**src/hdl/krt_pkg.sv**
```systemverilog
// Shared types and codes for the keyed record table.
package krt_pkg;

   // Operation codes carried in req_tuser.
   localparam logic [2:0] OP_INSERT = 3'd0;
   localparam logic [2:0] OP_LOOKUP = 3'd1;
   localparam logic [2:0] OP_UPDATE = 3'd2;
   localparam logic [2:0] OP_DELETE = 3'd3;
   localparam logic [2:0] OP_FINDMAX = 3'd4;

   // Status codes carried in rsp_tuser.
   localparam logic [2:0] ST_OK = 3'd0;
   localparam logic [2:0] ST_FULL = 3'd1;
   localparam logic [2:0] ST_DUP = 3'd2;
   localparam logic [2:0] ST_MISSING = 3'd3;
   localparam logic [2:0] ST_EMPTY = 3'd4;

   // One stored record.
   typedef struct packed {
      logic signed [31:0] key;
      logic [7:0]         attribute;
      logic [31:0]        amount;
   } rec_type;

   // Which record the response reports, and which write goes with it.
   typedef enum logic [1:0] {
      RES_NONE = 2'd0,
      RES_HIT  = 2'd1,
      RES_UPD  = 2'd2,
      RES_NEW  = 2'd3
   } res_type;

   // Commands from the controller to the datapath.
   typedef struct packed {
      logic       load_req;
      logic       scan_key;
      logic       scan_max;
      logic       shift_start;
      logic       shift_en;
      logic       commit;
      logic       dec_count;
      res_type    res_sel;
      logic [2:0] res_status;
   } cmd_type;

   // Status from the datapath to the controller.
   typedef struct packed {
      logic [2:0] op;
      logic       hit;
      logic       scan_done;
      logic       full;
      logic       empty;
      logic       out_busy;
   } sts_type;

endpackage

```
**src/hdl/krt_dpath.sv**
```systemverilog
// Datapath of the keyed record table: record memory, scan counters, capture and response.
module krt_dpath
   import krt_pkg::*;
#(
   parameter int CAPACITY = 64
) (
   input  logic        clock,
   input  logic        reset,
   input  cmd_type     cmd,
   output sts_type     sts,
   input  logic [2:0]  req_tuser,   // operation
   input  logic [71:0] req_tdata,   // key, attribute, amount
   output logic        rsp_tvalid,
   input  logic        rsp_tready,
   output logic [2:0]  rsp_tuser,   // status
   output logic [87:0] rsp_tdata    // position, found_key, found_attribute,
                                    // found_amount, entries_used, zero pad
);

   localparam int IDX_W = $clog2(CAPACITY);
   localparam int CNT_W = $clog2(CAPACITY + 1);

   rec_type rec_mem_ff [CAPACITY];

   logic [2:0]       op_ff;
   rec_type          req_ff;
   logic [CNT_W-1:0] count_ff, count_in;
   logic [CNT_W-1:0] rd_idx_ff, rd_idx_in;
   logic             rd_valid_ff, rd_valid_in;
   logic [IDX_W-1:0] rd_addr_ff;
   rec_type          rd_data_ff;
   rec_type          cap_ff;
   logic [IDX_W-1:0] cap_idx_ff;
   logic             cap_set_ff, cap_set_in;

   logic             rsp_valid_ff, rsp_valid_in;
   logic [2:0]       rsp_status_ff;
   logic [5:0]       rsp_pos_ff;
   rec_type          rsp_rec_ff;
   logic [6:0]       rsp_used_ff;

   logic             issue;
   logic [IDX_W-1:0] rd_addr;
   logic             hit_key;
   logic             better;
   logic             capture;
   logic             wr_en;
   logic [IDX_W-1:0] wr_addr;
   rec_type          wr_data;
   rec_type          upd_rec;
   logic             out_busy;

   assign rd_addr  = rd_idx_ff[IDX_W-1:0];
   assign issue    = (cmd.scan_key || cmd.scan_max || cmd.shift_en) && (rd_idx_ff < count_ff);
   assign hit_key  = rd_valid_ff && (rd_data_ff.key == req_ff.key);
   assign better   = rd_valid_ff && (!cap_set_ff || (rd_data_ff.amount > cap_ff.amount));
   assign capture  = (cmd.scan_key && hit_key) || (cmd.scan_max && better);
   assign out_busy = rsp_valid_ff && !rsp_tready;

   assign upd_rec.key       = cap_ff.key;
   assign upd_rec.attribute = cap_ff.attribute;
   assign upd_rec.amount    = req_ff.amount;

   always_comb begin
      rd_idx_in = rd_idx_ff;
      if (cmd.load_req) begin
         rd_idx_in = '0;
      end else if (cmd.shift_start) begin
         rd_idx_in = CNT_W'(cap_idx_ff) + CNT_W'(1);
      end else if (issue) begin
         rd_idx_in = rd_idx_ff + CNT_W'(1);
      end
      rd_valid_in = issue;
   end

   always_comb begin
      cap_set_in = cap_set_ff;
      if (cmd.load_req) begin
         cap_set_in = 1'b0;
      end else if (capture) begin
         cap_set_in = 1'b1;
      end
   end

   // One write port: shifting during delete, or the commit of insert/update.
   always_comb begin
      wr_en   = 1'b0;
      wr_addr = rd_addr_ff - IDX_W'(1);
      wr_data = rd_data_ff;
      if (cmd.shift_en && rd_valid_ff) begin
         wr_en = 1'b1;
      end else if (cmd.commit && (cmd.res_sel == RES_NEW)) begin
         wr_en   = 1'b1;
         wr_addr = count_ff[IDX_W-1:0];
         wr_data = req_ff;
      end else if (cmd.commit && (cmd.res_sel == RES_UPD)) begin
         wr_en   = 1'b1;
         wr_addr = cap_idx_ff;
         wr_data = upd_rec;
      end
   end

   always_comb begin
      count_in = count_ff;
      if (cmd.commit && (cmd.res_sel == RES_NEW)) begin
         count_in = count_ff + CNT_W'(1);
      end else if (cmd.commit && cmd.dec_count) begin
         count_in = count_ff - CNT_W'(1);
      end
   end

   always_comb begin
      rsp_valid_in = rsp_valid_ff;
      if (cmd.commit) begin
         rsp_valid_in = 1'b1;
      end else if (rsp_tready) begin
         rsp_valid_in = 1'b0;
      end
   end

   always_ff @(posedge clock) begin
      if (wr_en) begin
         rec_mem_ff[wr_addr] <= wr_data;
      end
      rd_data_ff <= rec_mem_ff[rd_addr];
      rd_addr_ff <= rd_addr;
   end

   always_ff @(posedge clock) begin
      if (reset) begin
         count_ff     <= '0;
         rd_idx_ff    <= '0;
         rd_valid_ff  <= 1'b0;
         cap_set_ff   <= 1'b0;
         rsp_valid_ff <= 1'b0;
      end else begin
         count_ff     <= count_in;
         rd_idx_ff    <= rd_idx_in;
         rd_valid_ff  <= rd_valid_in;
         cap_set_ff   <= cap_set_in;
         rsp_valid_ff <= rsp_valid_in;
      end
   end

   always_ff @(posedge clock) begin
      if (cmd.load_req) begin
         op_ff            <= req_tuser;
         req_ff.key       <= req_tdata[31:0];
         req_ff.attribute <= req_tdata[39:32];
         req_ff.amount    <= req_tdata[71:40];
      end
      if (capture) begin
         cap_ff     <= rd_data_ff;
         cap_idx_ff <= rd_addr_ff;
      end
      if (cmd.commit) begin
         rsp_status_ff <= cmd.res_status;
         rsp_used_ff   <= 7'(count_in);
         case (cmd.res_sel)
            RES_HIT: begin
               rsp_pos_ff <= 6'(cap_idx_ff);
               rsp_rec_ff <= cap_ff;
            end
            RES_UPD: begin
               rsp_pos_ff <= 6'(cap_idx_ff);
               rsp_rec_ff <= upd_rec;
            end
            RES_NEW: begin
               rsp_pos_ff <= 6'(count_ff[IDX_W-1:0]);
               rsp_rec_ff <= req_ff;
            end
            default: begin
               rsp_pos_ff <= '0;
               rsp_rec_ff <= '0;
            end
         endcase
      end
   end

   assign sts.op        = op_ff;
   assign sts.hit       = hit_key;
   assign sts.scan_done = (rd_idx_ff >= count_ff) && !rd_valid_ff;
   assign sts.full      = (count_ff == CNT_W'(CAPACITY));
   assign sts.empty     = (count_ff == '0);
   assign sts.out_busy  = out_busy;

   assign rsp_tvalid = rsp_valid_ff;
   assign rsp_tuser  = rsp_status_ff;
   assign rsp_tdata  = {3'b000, rsp_used_ff, rsp_rec_ff.amount, rsp_rec_ff.attribute,
                        rsp_rec_ff.key, rsp_pos_ff};

endmodule

```
**src/hdl/krt_ctrl.sv**
```systemverilog
// Controller state machine of the keyed record table.
module krt_ctrl
   import krt_pkg::*;
(
   input  logic    clock,
   input  logic    reset,
   input  logic    req_tvalid,
   output logic    req_tready,
   output cmd_type cmd,
   input  sts_type sts
);

   typedef enum logic [5:0] {
      S_IDLE      = 6'b000001,
      S_DECODE    = 6'b000010,
      S_SCAN      = 6'b000100,
      S_SHIFT_SET = 6'b001000,
      S_SHIFT     = 6'b010000,
      S_FINISH    = 6'b100000
   } state_type;

   state_type  state_ff, state_in;
   res_type    res_sel_ff, res_sel_in;
   logic [2:0] res_status_ff, res_status_in;
   logic       dec_ff, dec_in;
   logic       is_max;

   assign is_max = (sts.op == OP_FINDMAX);

   always_comb begin
      state_in      = state_ff;
      res_sel_in    = res_sel_ff;
      res_status_in = res_status_ff;
      dec_in        = dec_ff;
      case (state_ff)
         S_IDLE: begin
            dec_in = 1'b0;
            if (req_tvalid) begin
               state_in = S_DECODE;
            end
         end
         S_DECODE: begin
            case (sts.op)
               OP_INSERT: begin
                  if (sts.full) begin
                     res_sel_in    = RES_NONE;
                     res_status_in = ST_FULL;
                     state_in      = S_FINISH;
                  end else begin
                     state_in = S_SCAN;
                  end
               end
               OP_LOOKUP, OP_UPDATE, OP_DELETE: begin
                  state_in = S_SCAN;
               end
               OP_FINDMAX: begin
                  if (sts.empty) begin
                     res_sel_in    = RES_NONE;
                     res_status_in = ST_EMPTY;
                     state_in      = S_FINISH;
                  end else begin
                     state_in = S_SCAN;
                  end
               end
               default: begin
                  res_sel_in    = RES_NONE;
                  res_status_in = ST_MISSING;
                  state_in      = S_FINISH;
               end
            endcase
         end
         S_SCAN: begin
            if (is_max) begin
               if (sts.scan_done) begin
                  res_sel_in    = RES_HIT;
                  res_status_in = ST_OK;
                  state_in      = S_FINISH;
               end
            end else if (sts.hit) begin
               res_status_in = ST_OK;
               res_sel_in    = RES_HIT;
               state_in      = S_FINISH;
               case (sts.op)
                  OP_INSERT: res_status_in = ST_DUP;
                  OP_UPDATE: res_sel_in = RES_UPD;
                  OP_DELETE: state_in = S_SHIFT_SET;
                  default:   res_sel_in = RES_HIT;
               endcase
            end else if (sts.scan_done) begin
               state_in = S_FINISH;
               if (sts.op == OP_INSERT) begin
                  res_sel_in    = RES_NEW;
                  res_status_in = ST_OK;
               end else begin
                  res_sel_in    = RES_NONE;
                  res_status_in = ST_MISSING;
               end
            end
         end
         S_SHIFT_SET: begin
            state_in = S_SHIFT;
         end
         S_SHIFT: begin
            if (sts.scan_done) begin
               dec_in   = 1'b1;
               state_in = S_FINISH;
            end
         end
         S_FINISH: begin
            if (!sts.out_busy) begin
               state_in = S_IDLE;
            end
         end
         default: begin
            state_in = S_IDLE;
         end
      endcase
   end

   always_ff @(posedge clock) begin
      if (reset) begin
         state_ff <= S_IDLE;
      end else begin
         state_ff <= state_in;
      end
   end

   always_ff @(posedge clock) begin
      res_sel_ff    <= res_sel_in;
      res_status_ff <= res_status_in;
      dec_ff        <= dec_in;
   end

   assign req_tready      = (state_ff == S_IDLE);
   assign cmd.load_req    = req_tvalid && (state_ff == S_IDLE);
   assign cmd.scan_key    = (state_ff == S_SCAN) && !is_max;
   assign cmd.scan_max    = (state_ff == S_SCAN) && is_max;
   assign cmd.shift_start = (state_ff == S_SHIFT_SET);
   assign cmd.shift_en    = (state_ff == S_SHIFT);
   assign cmd.commit      = (state_ff == S_FINISH) && !sts.out_busy;
   assign cmd.dec_count   = dec_ff;
   assign cmd.res_sel     = res_sel_ff;
   assign cmd.res_status  = res_status_ff;

endmodule

```
**src/hdl/keyed_record_table_top.sv**
```systemverilog
// Top level of the keyed record table: controller, datapath and checks.
//
// The keyed record table holds up to CAPACITY records, each a unique signed
// 32-bit key, an 8-bit attribute and a 32-bit amount in cents, packed densely
// from index 0 in a memory with one read port and one write port. Each request
// (operation in req_tuser) inserts, looks up, updates, deletes or finds the
// record with the largest amount, and produces exactly one response whose
// status travels in rsp_tuser.
// Records are searched linearly from index 0 and deletion shifts the later
// records down by one. A full-table insert, a find on an empty table or an
// unknown operation is answered without a scan; the time of any other request
// depends on the number of stored records, since the record memory delivers
// one record per cycle to the comparator and, during deletion, moves one
// record per cycle. The response sits in an output register, so a new request
// is taken as soon as the controller is idle, even while the previous
// response waits to be accepted. The memory needs no clearing after reset:
// only records below the current count are ever read.
module keyed_record_table_top
   import krt_pkg::*;
#(
   parameter int CAPACITY = 64
) (
   input  logic        clock,
   input  logic        reset,
   input  logic        req_tvalid,
   output logic        req_tready,
   input  logic [2:0]  req_tuser,   // operation
   input  logic [71:0] req_tdata,   // key [31:0], attribute [39:32], amount [71:40]
   output logic        rsp_tvalid,
   input  logic        rsp_tready,
   output logic [2:0]  rsp_tuser,   // status
   output logic [87:0] rsp_tdata    // position [5:0], found_key [37:6],
                                    // found_attribute [45:38], found_amount [77:46],
                                    // entries_used [84:78], zero [87:85]
);

   cmd_type cmd;
   sts_type sts;

   // The controller sequences each request through decode, the scan unless decode
   // settles it, the optional delete shift and the final commit of the response.
   krt_ctrl u_ctrl (
      .clock      (clock),
      .reset      (reset),
      .req_tvalid (req_tvalid),
      .req_tready (req_tready),
      .cmd        (cmd),
      .sts        (sts)
   );

   // The datapath owns the record memory, the entry count and the response.
   krt_dpath #(
      .CAPACITY (CAPACITY)
   ) u_dpath (
      .clock      (clock),
      .reset      (reset),
      .cmd        (cmd),
      .sts        (sts),
      .req_tuser  (req_tuser),
      .req_tdata  (req_tdata),
      .rsp_tvalid (rsp_tvalid),
      .rsp_tready (rsp_tready),
      .rsp_tuser  (rsp_tuser),
      .rsp_tdata  (rsp_tdata)
   );

`ifndef SYNTHESIS
   // A response is never committed over one that is still waiting.
   a_commit_free: assert property (@(posedge clock) disable iff (reset)
      cmd.commit |-> !sts.out_busy)
      else $error("response committed while output register was busy");

   // An accepted request passes through decode before its response is committed.
   a_no_instant_rsp: assert property (@(posedge clock) disable iff (reset)
      (req_tvalid && req_tready) |=> !cmd.commit)
      else $error("response committed directly after request acceptance");

   // Responses that report no record carry zero record fields.
   a_none_zero: assert property (@(posedge clock) disable iff (reset)
      (rsp_tvalid && (rsp_tuser != ST_OK) && (rsp_tuser != ST_DUP))
         |-> (rsp_tdata[77:0] == 78'd0))
      else $error("record fields not zero on a status without a record");

   // Scan and shift commands never overlap.
   a_one_walk: assert property (@(posedge clock) disable iff (reset)
      $onehot0({cmd.scan_key, cmd.scan_max, cmd.shift_en, cmd.shift_start}))
      else $error("overlapping memory walk commands");
`endif

endmodule
```
**config.mk**
```make
export PLATFORM = sky130hd
export DESIGN_NAME = keyed_record_table_top
export DESIGN_NICKNAME = d
export VERILOG_FILES = /design/src/hdl/krt_pkg.sv /design/src/hdl/krt_dpath.sv /design/src/hdl/krt_ctrl.sv /design/src/hdl/keyed_record_table_top.sv
export SDC_FILE = /design/constraint.sdc
export NUM_CORES = 2
export LEC_CHECK = 0
export ABC_AREA = 0
export BUFFER_PORTS_ARGS = -buffer_cell sky130_fd_sc_hd__buf_2
export CAP_MARGIN = 15
export CORE_ASPECT_RATIO = 0.9
export CORE_MARGIN = 2
export CORE_UTILIZATION = 45
export CTS_CLUSTER_SIZE = 25
export DETAILED_ROUTE_END_ITERATION = 7
export REMOVE_ABC_BUFFERS = 1
export SYNTH_ARGS = -nofsm -noshare
export SYNTH_HDL_FRONTEND = slang
export SYNTH_MEMORY_MAX_BITS = 65536
export SYNTH_SLANG_ARGS = --single-unit
```
**constraint.sdc**
```tcl
create_clock -name clock -period 10.6 [get_ports clock]
set_input_delay 1.59 -clock clock [delete_from_list [all_inputs] [get_ports clock]]
set_output_delay 1.59 -clock clock [all_outputs]
set_load 0.02 [all_outputs]
```
==> results.yml <==
cells_and_area:
  nFillCells: 32200
  fin_area_um2: 213000
  area_delta_synth_final_pct: 13.0
  final_nets: 8547
  drive_gt1_share_pct: 31.1
  final_util_pct: 51.1
die:
  fp.dieW_um: 687
  core_um2: 417000
  num_io_pins: 172
  die_h_um: 619
  rows: 225
  start_util_pct: 45.2
  dieArea_um2: 425000
synthesis:
  synth_most_common_cell: "edfxtp_1"
  synth_compound_area_share_pct: 1.65
  synthSimpleGateAreaFrac_pct: 1.13
  synth_top_family_by_area: "multiplexers"
  syn_area_per_cell_um2: 23.9
  synth_cells: 7899
  async_reset_ff_share_pct: 0
  synthAdderAreaFrac_pct: 0.325
  synth_cell_types: 71
  synth_xor_area_share_pct: 0.204
  ys.flop_type: "edfxtp_1"
  synth_top_area_share_pct: 77.2
  seq_area_frac_synth_pct: 78.3
  synth_largest_area_cell: "edfxtp_1"
  synth_edf_count: 4855
  yosys_warnings: 0
  yosys-top-cells-count: "4855 x edfxtp_1, 1440 x mux4_2, 262 x clkbuf_1"
  ys_ff_latch: 4956
  synthTopCellsByArea: "edfxtp_1 77%, mux4_2 17%, dfxtp_1 1.1%, a22oi_1 1.0%, clkbuf_1 0.52%"
  synth_area_um2: 189000
  synthMuxAreaShare_pct: 17.4
sta:
  slew_violations: 0
  max_freq_mhz: 155
  finalCritPeriodShare_pct: 60.9
  rsz0062_at_grt: "false"
  fin_crit_ns: 6.45
  worst_pin_slew_ns: 1.27
  clock-skew-final_ns: 0.0562
  hold_violations: 0
  finalSetupViolCount: 0
  holdWs_ns: 0.418
  layout_setup_ws_ns: 4.15
  slew_headroom_pct: 15.1
setup_path:
  worst-path-buf-inv: 3
  worstSetupPathType: "reg2reg"
  cp-start-kind: "flop"
  path_max_fanout: 55
  critical_path.top_delay_family: "simple AND/OR/NAND/NOR gates"
  crit_path_end_kind: "flop"
  crit_chain: "inv_1 -> ha_4 -> or2_4 -> nand4_1 -> buf_4 -> a2bb2oi_1 -> nand3_1 -> nor2_4 -> buf_4"
  crit_slowest_cell: "nor2_4"
  cp_data_required_time_ns: 11.24
  cp.arrival_ns: 7.10
  max_stage_delay_ns: 0.96
  timing.critical_path.mode_cell: "buf_4"
power_and_ir_drop:
  swShare_pct: 20.0
  p_leak_uw: 0.0640
  total_power_uw: 38200
  pwr-share-clk_pct: 43.3
  netSwitchingPower_uw: 7630
  seqPwrFrac_pct: 55.9
  ir_drop_v: 0.000172
  comb_power_share_pct: 0.8
  p_int_uw: 30500
  p_per_area_nw_per_um2: 179
global_routing:
  overflow: 0
  grt_pass1_wl_um: 735000
  grt_max_degree: 108
  antenna_found_initial: 34
  track_usage_pct: 24.9
  grt_pass1_vias: 89700
clocking:
  hold_buffers: 0
  cts_tree: "yes"
  insertion_delay_ns: 1.04
  cts_sinks: 4956
  cts_buffer_depth: 4
  cts_resized: 0
  clk_pin_slew_ns: 0.07
  htreeDepth: 5
  cts_root_buf: "clkbuf_16"
  cts_setup_buffers: 0
  numCtsBuffers: 475
route:
  routedWlPerCell_um: 37.1
  drt_pre_antenna_iters: 6
  drc: 0
  final_antenna_net_count: 0
  num_vias: 90700
  wl_um: 535000
  via_per_inst: 6.29
  drtIter0Drc: 12700
flow_run:
  maxCapViolCount: 0
min_path:
  hold_class: "reg2reg"
placed_design:
  portBuffers: 168
  post_dp_cell_area_um2: 198000
  dp_slack_ns: 3.72
  dp.final_hpwl_um: 312000
  gp_congestion: 0.880
status:
  status: "finished clean"
## power groups by stage
stage / Sequential (uW) / Combinational [uW] / Clock (uW)
2_1_floorplan: 21700 / 108 / 0
3_3_place_gp: 21800 / 297 / 0
3_5_place_dp: 21800 / 305 / 0
4_1_cts: 21300 / 306 / 16800
5_1_grt: 21300 / 314 / 17500
6_report: 21400 / 301 / 16500
## cell families (layout without fill, tap and decap cells)
family          count (synthesis)  count (layout)
simple gates                  447             447
other cells                     1              38
compound gates                447             447
buf+inv                       481            1400
mux                          1474            1474
fa+ha+maj                      49              49
flops                        4956            4956
xor+xnor                       44              44
## layer usage
metal / global-route usage (%) / share of wire, % / up-vias
met5: 0 / 0.0088 / -
met3: 4.30 / 8.9 / 789
met1: 34.5 / 39 / 49900
met2: 40.1 / 48 / 4823
met4: 9.21 / 4.1 / 6
li1: - / - / 35200
## cell type report
cell class	instances	area, um^2	share of cell area [%]
well taps	5561	6960	3.26
flip-flops and latches	4956	148000	69.3
multi-input cells	2464	40100	18.8
clock inverters	271	2280	1.07
clock buffers	607	12700	5.95
inverters	58	225	0.106
repair buffers	464	3260	1.53
diodes	35	87.6	0.0410
## registers in the layout, summed over array words and instances, names as in the netlist, 2 cells and up
signal	flops
u_ctrl.res_sel_ff	2
u_ctrl.res_status_ff	3
u_ctrl.state_ff	6
u_dpath.cap_ff	72
u_dpath.cap_idx_ff	6
u_dpath.count_ff	7
u_dpath.op_ff	3
u_dpath.rd_addr_ff	6
u_dpath.rd_data_ff	72
u_dpath.rd_idx_ff	7
u_dpath.rec_mem_ff	4608
u_dpath.req_ff	72
u_dpath.rsp_pos_ff	6
u_dpath.rsp_tdata	72
u_dpath.rsp_tuser	3
u_dpath.rsp_used_ff	7
## cell usage in the layout (no fill, tap or decap), drive strengths merged, types with 49 or more instances in the layout
cell    count
a22oi     260
buf       464
clkbuf    607
clkinv    204
dfxtp     101
edfxtp   4855
ha         49
inv        76
mux4     1440
nand2     122
nor2      168
o21ai      61
## worst paths after layout
kind,startpoint,endpoint,slack (ns),cells after the start
max,u_ctrl.res_sel_ff[0],u_dpath.rec_mem_ff[10][59],4.15,9
min,u_ctrl.res_status_ff[0],u_dpath.rsp_tuser[0],0.42,0
max reg2reg,u_ctrl.res_sel_ff[0],u_dpath.rec_mem_ff[10][59],4.15,9
min reg2reg,u_ctrl.res_status_ff[0],u_dpath.rsp_tuser[0],0.42,0
## stage by stage
step                      TNS [ns]  std cells
after detailed placement         0      13500
after floorplan           -3519.54       7478
after global placement           0      13500
after CTS                        0      14400
after global routing             0      14400
final                            0      14400
(Power assumes the default switching activity.)
